## src/design/wsd_pkg.sv

```systemverilog
// Package for the websocket frame deframer.
// Holds parse phase, event codes, opcodes and the result and status structs.
// No dependencies.
package wsd_pkg;

   typedef enum logic [2:0] {
      PH_HDR0  = 3'd0,
      PH_HDR1  = 3'd1,
      PH_EXT16 = 3'd2,
      PH_EXT64 = 3'd3,
      PH_KEY   = 3'd4,
      PH_DATA  = 3'd5,
      PH_SKIP  = 3'd6
   } phase_type;

   localparam logic [1:0] EV_PAYLOAD   = 2'd0;
   localparam logic [1:0] EV_HEADER    = 2'd1;
   localparam logic [1:0] EV_CLOSE     = 2'd2;
   localparam logic [1:0] EV_TOO_LARGE = 2'd3;

   localparam logic [3:0] OP_CLOSE = 4'd8;
   localparam logic [3:0] OP_PING  = 4'd9;
   localparam logic [3:0] OP_PONG  = 4'd10;

   localparam logic [6:0] LEN_EXT16 = 7'd126;
   localparam logic [6:0] LEN_EXT64 = 7'd127;

   localparam int unsigned LEN_W = 31;

   typedef struct packed {
      logic             valid;
      logic [1:0]       event_res;
      logic [7:0]       payload_byte;
      logic [3:0]       frame_opcode_out;
      logic [LEN_W-1:0] frame_length;
      logic             last_in_frame;
   } result_type;

   typedef struct packed {
      logic      failed;
      phase_type phase;
   } status_type;

endpackage

```

## src/design/wsd_parser.sv

```systemverilog
// Frame header parser and payload unmasker for the websocket deframer.
// Holds all parse state; one byte is processed per step.
// Depends on wsd_pkg.
module wsd_parser (
   input  logic               clock,
   input  logic               reset,
   input  logic               step,
   input  logic [7:0]         rx_byte,
   output wsd_pkg::result_type res,
   output wsd_pkg::status_type status
);
   import wsd_pkg::*;

   phase_type        phase_ff, phase_in;
   logic [3:0]       opcode_ff, opcode_in;
   logic             mask_ff, mask_in;
   logic [31:0]      acc_ff, acc_in;
   logic [3:0]       cnt_ff, cnt_in;
   logic             upper_ff, upper_in;
   logic [31:0]      key_ff, key_in;
   logic [1:0]       mpos_ff, mpos_in;
   logic [LEN_W-1:0] rem_ff, rem_in;
   logic             failed_ff, failed_in;

   // shared decode
   logic             act;
   logic [3:0]       cnt_inc;
   logic [31:0]      acc_nxt;
   logic             upper_nxt;
   logic             ext16_done, ext64_done, too_big;
   logic             len_done, mask_cur, key_done, hdr_done;
   logic [LEN_W-1:0] hdr_len;
   logic             is_close, is_ctrl;
   logic [LEN_W-1:0] rem_dec;
   logic             pay_last;
   logic [7:0]       key_byte, pay_byte;

   assign act     = step && !failed_ff;
   assign cnt_inc = cnt_ff + 4'd1;

   always_comb begin
      acc_nxt   = acc_ff;
      upper_nxt = upper_ff;
      case (phase_ff)
         PH_HDR1: begin
            upper_nxt = 1'b0;
            if (rx_byte[6:0] == LEN_EXT16 || rx_byte[6:0] == LEN_EXT64) begin
               acc_nxt = 32'd0;
            end else begin
               acc_nxt = {25'd0, rx_byte[6:0]};
            end
         end
         PH_EXT16: acc_nxt = {16'd0, acc_ff[7:0], rx_byte};
         PH_EXT64: begin
            if (cnt_ff < 4'd4) begin
               upper_nxt = upper_ff || (rx_byte != 8'd0);
            end else begin
               acc_nxt = {acc_ff[23:0], rx_byte};
            end
         end
         default: acc_nxt = acc_ff;
      endcase
   end

   assign ext16_done = (phase_ff == PH_EXT16) && (cnt_inc >= 4'd2);
   assign ext64_done = (phase_ff == PH_EXT64) && (cnt_inc >= 4'd8);
   assign too_big    = ext64_done && (upper_nxt || acc_nxt[31]);
   assign len_done   = ((phase_ff == PH_HDR1) && (rx_byte[6:0] < LEN_EXT16))
                       || ext16_done || (ext64_done && !too_big);
   assign mask_cur   = (phase_ff == PH_HDR1) ? rx_byte[7] : mask_ff;
   assign key_done   = (phase_ff == PH_KEY) && (cnt_inc >= 4'd4);
   assign hdr_done   = (len_done && !mask_cur) || key_done;
   assign hdr_len    = acc_nxt[LEN_W-1:0];
   assign is_close   = (opcode_ff == OP_CLOSE);
   assign is_ctrl    = (opcode_ff == OP_PING) || (opcode_ff == OP_PONG);

   assign rem_dec    = rem_ff - {{(LEN_W-1){1'b0}}, 1'b1};
   assign pay_last   = (rem_dec == '0);

   always_comb begin
      case (mpos_ff)
         2'd0:    key_byte = key_ff[31:24];
         2'd1:    key_byte = key_ff[23:16];
         2'd2:    key_byte = key_ff[15:8];
         default: key_byte = key_ff[7:0];
      endcase
   end

   assign pay_byte = mask_ff ? (rx_byte ^ key_byte) : rx_byte;

   // next state
   always_comb begin
      phase_in  = phase_ff;
      opcode_in = opcode_ff;
      mask_in   = mask_ff;
      acc_in    = acc_ff;
      cnt_in    = cnt_ff;
      upper_in  = upper_ff;
      key_in    = key_ff;
      mpos_in   = mpos_ff;
      rem_in    = rem_ff;
      failed_in = failed_ff;
      if (act) begin
         case (phase_ff)
            PH_HDR0: begin
               opcode_in = rx_byte[3:0];
               phase_in  = PH_HDR1;
            end
            PH_HDR1: begin
               mask_in  = rx_byte[7];
               acc_in   = acc_nxt;
               cnt_in   = 4'd0;
               upper_in = 1'b0;
               if (rx_byte[6:0] == LEN_EXT16) begin
                  phase_in = PH_EXT16;
               end else if (rx_byte[6:0] == LEN_EXT64) begin
                  phase_in = PH_EXT64;
               end
            end
            PH_EXT16: begin
               acc_in = acc_nxt;
               cnt_in = cnt_inc;
            end
            PH_EXT64: begin
               acc_in   = acc_nxt;
               upper_in = upper_nxt;
               cnt_in   = cnt_inc;
               if (too_big) begin
                  failed_in = 1'b1;
               end
            end
            PH_KEY: begin
               key_in = {key_ff[23:0], rx_byte};
               cnt_in = cnt_inc;
               if (key_done) begin
                  mpos_in = 2'd0;
               end
            end
            PH_DATA, PH_SKIP: begin
               if (mask_ff) begin
                  mpos_in = mpos_ff + 2'd1;
               end
               rem_in = rem_dec;
               if (pay_last) begin
                  phase_in = PH_HDR0;
               end
            end
            default: phase_in = PH_HDR0;
         endcase

         // length complete on a masked frame: fetch the key
         if (len_done && mask_cur) begin
            phase_in = PH_KEY;
            cnt_in   = 4'd0;
            key_in   = 32'd0;
            mpos_in  = 2'd0;
         end

         if (hdr_done) begin
            rem_in = hdr_len;
            if (is_close) begin
               failed_in = 1'b1;
            end else if (is_ctrl) begin
               phase_in = (hdr_len != '0) ? PH_SKIP : PH_HDR0;
            end else begin
               phase_in = (hdr_len != '0) ? PH_DATA : PH_HDR0;
            end
         end
      end
   end

   // result
   always_comb begin
      res                  = '0;
      res.frame_opcode_out = opcode_ff;
      if (act) begin
         if (too_big) begin
            res.valid     = 1'b1;
            res.event_res = EV_TOO_LARGE;
         end else if (hdr_done && is_close) begin
            res.valid     = 1'b1;
            res.event_res = EV_CLOSE;
         end else if (hdr_done && !is_ctrl) begin
            res.valid         = 1'b1;
            res.event_res     = EV_HEADER;
            res.frame_length  = hdr_len;
            res.last_in_frame = (hdr_len == '0);
         end else if (phase_ff == PH_DATA) begin
            res.valid         = 1'b1;
            res.event_res     = EV_PAYLOAD;
            res.payload_byte  = pay_byte;
            res.last_in_frame = pay_last;
         end
      end
   end

   always_ff @(posedge clock) begin
      if (reset) begin
         phase_ff  <= PH_HDR0;
         opcode_ff <= '0;
         mask_ff   <= 1'b0;
         acc_ff    <= '0;
         cnt_ff    <= '0;
         upper_ff  <= 1'b0;
         key_ff    <= '0;
         mpos_ff   <= '0;
         rem_ff    <= '0;
         failed_ff <= 1'b0;
      end else begin
         phase_ff  <= phase_in;
         opcode_ff <= opcode_in;
         mask_ff   <= mask_in;
         acc_ff    <= acc_in;
         cnt_ff    <= cnt_in;
         upper_ff  <= upper_in;
         key_ff    <= key_in;
         mpos_ff   <= mpos_in;
         rem_ff    <= rem_in;
         failed_ff <= failed_in;
      end
   end

   assign status.failed = failed_ff;
   assign status.phase  = phase_ff;

endmodule

```

## src/design/websocket_frame_deframer_top.sv

```systemverilog
// Websocket frame deframer, top level: input beat register, parser, result register.
// Data path: the input beat is registered, the parser steps on it when the result slot frees,
// and the parser's result beat is captured in the result register.
// Throughput: one byte per cycle while the receiver does not stall the result register.
// Reset: synchronous; parse restarts at the first header byte, failure flag clears.
// Depends on wsd_pkg and wsd_parser.
module websocket_frame_deframer_top (
   input  logic        clock,
   input  logic        reset,
   input  logic        req_tvalid,
   output logic        req_tready,
   input  logic [7:0]  req_tdata,   // [7:0] rx_byte
   output logic        rsp_tvalid,
   input  logic        rsp_tready,
   output logic [47:0] rsp_tdata,   // [7:0] payload_byte, [11:8] frame_opcode_out,
                                    // [42:12] frame_length, zero above
   output logic [1:0]  rsp_tuser,   // [1:0] event_res
   output logic        rsp_tlast    // last_in_frame
);
   import wsd_pkg::*;

   logic       in_vld_ff, in_vld_in;
   logic [7:0] in_byte_ff, in_byte_in;
   logic       out_vld_ff, out_vld_in;
   result_type out_ff, out_in;
   logic       advance;
   result_type res;
   status_type status;

   // the result slot frees when empty or being taken
   assign advance    = !out_vld_ff || rsp_tready;
   assign req_tready = !in_vld_ff || advance;

   always_comb begin
      in_vld_in  = in_vld_ff;
      in_byte_in = in_byte_ff;
      if (req_tready) begin
         in_vld_in  = req_tvalid;
         in_byte_in = req_tdata;
      end
   end

   wsd_parser u_parser (
      .clock   (clock),
      .reset   (reset),
      .step    (in_vld_ff && advance),
      .rx_byte (in_byte_ff),
      .res     (res),
      .status  (status)
   );

   always_comb begin
      out_vld_in = out_vld_ff;
      out_in     = out_ff;
      if (advance) begin
         out_vld_in = in_vld_ff && res.valid;
         out_in     = res;
      end
   end

   always_ff @(posedge clock) begin
      if (reset) begin
         in_vld_ff  <= 1'b0;
         out_vld_ff <= 1'b0;
      end else begin
         in_vld_ff  <= in_vld_in;
         out_vld_ff <= out_vld_in;
      end
      in_byte_ff <= in_byte_in;
      out_ff     <= out_in;
   end

   assign rsp_tvalid = out_vld_ff;
   assign rsp_tdata  = {5'd0, out_ff.frame_length, out_ff.frame_opcode_out,
                        out_ff.payload_byte};
   assign rsp_tuser  = out_ff.event_res;
   assign rsp_tlast  = out_ff.last_in_frame;

   a_fail_reported: assert property (@(posedge clock) disable iff (reset)
      $rose(status.failed) |-> out_vld_ff
         && (out_ff.event_res == EV_CLOSE || out_ff.event_res == EV_TOO_LARGE))
      else $error("failure entered without an error result");

   a_silent_when_failed: assert property (@(posedge clock) disable iff (reset)
      status.failed |-> !res.valid)
      else $error("parser produced a result after failure");

   a_header_last: assert property (@(posedge clock) disable iff (reset)
      out_vld_ff && out_ff.event_res == EV_HEADER
         |-> out_ff.last_in_frame == (out_ff.frame_length == '0))
      else $error("header last flag disagrees with frame length");

   a_stall_holds_byte: assert property (@(posedge clock) disable iff (reset)
      in_vld_ff && !advance |=> in_vld_ff && $stable(in_byte_ff))
      else $error("input beat lost while result stalled");

endmodule

```

## config.mk

```make
export PLATFORM = sky130hd
export DESIGN_NAME = websocket_frame_deframer_top
export DESIGN_NICKNAME = d
export VERILOG_FILES = /design/src/design/wsd_pkg.sv /design/src/design/wsd_parser.sv /design/src/design/websocket_frame_deframer_top.sv
export SDC_FILE = /design/constraint.sdc
export NUM_CORES = 1
export LEC_CHECK = 0
export ABC_AREA = 1
export ABC_CLOCK_PERIOD_IN_PS = 4500
export BUFFER_PORTS_ARGS = -buffer_cell sky130_fd_sc_hd__buf_4
export CORE_MARGIN = 10
export CORE_UTILIZATION = 51
export DETAILED_ROUTE_END_ITERATION = 10
export PLACE_DENSITY = 0.69
export SYNTH_ARGS = -nofsm -noshare
export SYNTH_HDL_FRONTEND = slang
export SYNTH_HIERARCHICAL = 1
export SYNTH_SLANG_ARGS = --single-unit
```

## constraint.sdc

```tcl
create_clock -name clock -period 4.5 [get_ports clock]
set_input_delay 0.675 -clock clock [delete_from_list [all_inputs] [get_ports clock]]
set_output_delay 0.675 -clock clock [all_outputs]
set_load 0.02 [all_outputs]
```

==> flow_summary.ini <==
[outcome]
outcome = complete, no violations

[logic_synthesis]
synthesis.area_sq_mm = 0.00912
synthCells = 1364
ys_warn_count = 6
syn_avg_cell_area_sq_um = 6.69

[worst_setup_path]
cp_common_cell = nand2_1
cp.required_ps = 4850
crit_family = simple AND/OR/NAND/NOR gates
slowest_stage = buf_4
crit_path_start_kind = flop
crit_type = reg2reg
worst_ep_arrival_time_ps = 3850
crit_chain = nand2_1 -> nor2_4 -> nand2_1 -> nor2_1 -> nor2_1 -> nand3_1 -> nand2_1 -> nand2_1 -> nand2_2 -> o21ai_4 -> buf_4 -> o21ai_1 -> a21oi_1
worst-path-max-fanout = 62
max_stage_delay_ps = 530
crit_buf_inv = 1
crit_path_end_kind = flop

[sta]
finalMaxSlewViolations = 0
min_period_ps = 3490
rsz0062_at_grt = false
worstMarginPinSlew_ps = 1160
setup_violations = 0
timing.final.crit_share = 0.776
fin_setup_tns_ps = 0
fmax_mhz = 286
finalHoldViolations = 0
slew-limit-headroom = 0.226
skew_ps = 7.38

[clocking]
ctsResizeCount = 0
cts_buffers = 17
cts_root_buffer = clkbuf_16
clock-sinks = 167
clock_latency_ps = 430
post_cts_buffers = 0
cts_tree = built
h-tree-depth = 4
clockBufferDepth = 2
hold_buffers = 0
path_clk_slew_ps = 70

[layout]
layout.cells.most_common = nand2_1
diodes = 0
area_growth_pct = 11.7
mostFrequentLayoutCells = nand2_1, nor2_1, inv_1
post-route-util = 0.585
layout-drive-gt1-share = 0.0859
nNetsFinal = 1404

[place]
place_congestion = 0.944
io_buffer_count = 59
hpwl_um = 18300

[hold_path]
min_path_type = in2reg

[route]
drc = 0
vias = 8753
firstDrtPassIters = 5
drt-initial-drc-count = 879
wl_um = 25900
drtAntennaViolNets = 0
wl_per_cell_um = 15.9
viasPerCell = 5.40

[power_and_ir_drop]
peakVddDrop_uv = 279
power_density_mw_per_mm2 = 388
p_leak_nw = 4.82

[floorplanning]
io_pins = 65
num_rows = 48
dieArea_sq_mm = 0.0236
coreArea_sq_mm = 0.0174
start_util = 0.524
die_h_um = 154
dieWidth_um = 154

[grt]
grt_max_degree = 75
grt_pass1_vias = 7993
antenna_found_initial = 0
grt_usage = 0.215
overflow = 0
grt_pass1_wl_um = 42000

[job]
drv_cap = 0
-- where the power goes --
part           leakage (nW)  internal (mW)  switching, mW  total [mW]
Clock                 0.287          0.816          0.664        1.48
Combinational          2.97          0.251          0.577       0.828
Sequential             1.57           1.60         0.0505        1.65
Total                  4.82           2.66           1.29        3.95
-- area by class of cell --
type | instances | area, sq um
Clock buffer | 20 | 458
Clock inverter | 12 | 133
Fill cell | 1691 | 7230
Inverter | 151 | 567
Multi-Input combinational cell | 980 | 4360
Sequential cell | 167 | 3880
Tap cell | 225 | 282
Timing Repair Buffer | 67 | 503
-- layer usage --
layer | track usage | up-vias | share of wire
li1 | - | 4384 | -
met5 | 0 | - | 0
met1 | 0.304 | 4013 | 0.47
met3 | 0.0455 | 22 | 0.075
met4 | 0.0517 | 0 | 0.011
met2 | 0.328 | 334 | 0.44
-- stage by stage --
step           area, sq um  setup slack, ps  hold WS (ps)  cells  total power, mW
6_report             10200             1010           419   1622             3.95
5_1_grt              10200              603           397   1622             4.16
4_1_cts              10200             1040           399   1622             3.96
3_5_place_dp          9600             1050           447   1590             2.49
3_3_place_gp          9600             1160           416   1590             2.48
2_1_floorplan         9140             2380           408   1368             2.29
-- sequential cells by signal, summed over array words and instances, names as in the netlist --
signal              flops
u_parser/cnt_ff         4
u_parser/mpos_ff        2
u_parser/phase_ff       3
u_parser/rem_ff        31
in_byte_ff              8
rsp_tuser               2
u_parser/mask_ff        1
rsp_tdata              43
rsp_tlast               1
u_parser/acc_ff        32
in_vld_ff               1
u_parser/failed_ff      1
u_parser/upper_ff       1
u_parser/opcode_ff      4
u_parser/key_ff        32
rsp_tvalid              1
-- final timing paths --
kind	startpoint	to	slack [ps]	cells after the start
setup / recovery	u_parser/phase_ff[1]	u_parser/rem_ff[26]	1010	13
hold / removal	req_tdata[3]	in_byte_ff[3]	420	1
setup reg to reg	u_parser/phase_ff[1]	u_parser/rem_ff[26]	1010	13
hold reg to reg	u_parser/opcode_ff[3]	rsp_tdata[11]	460	0
Power figures use the tool's default switching activity.
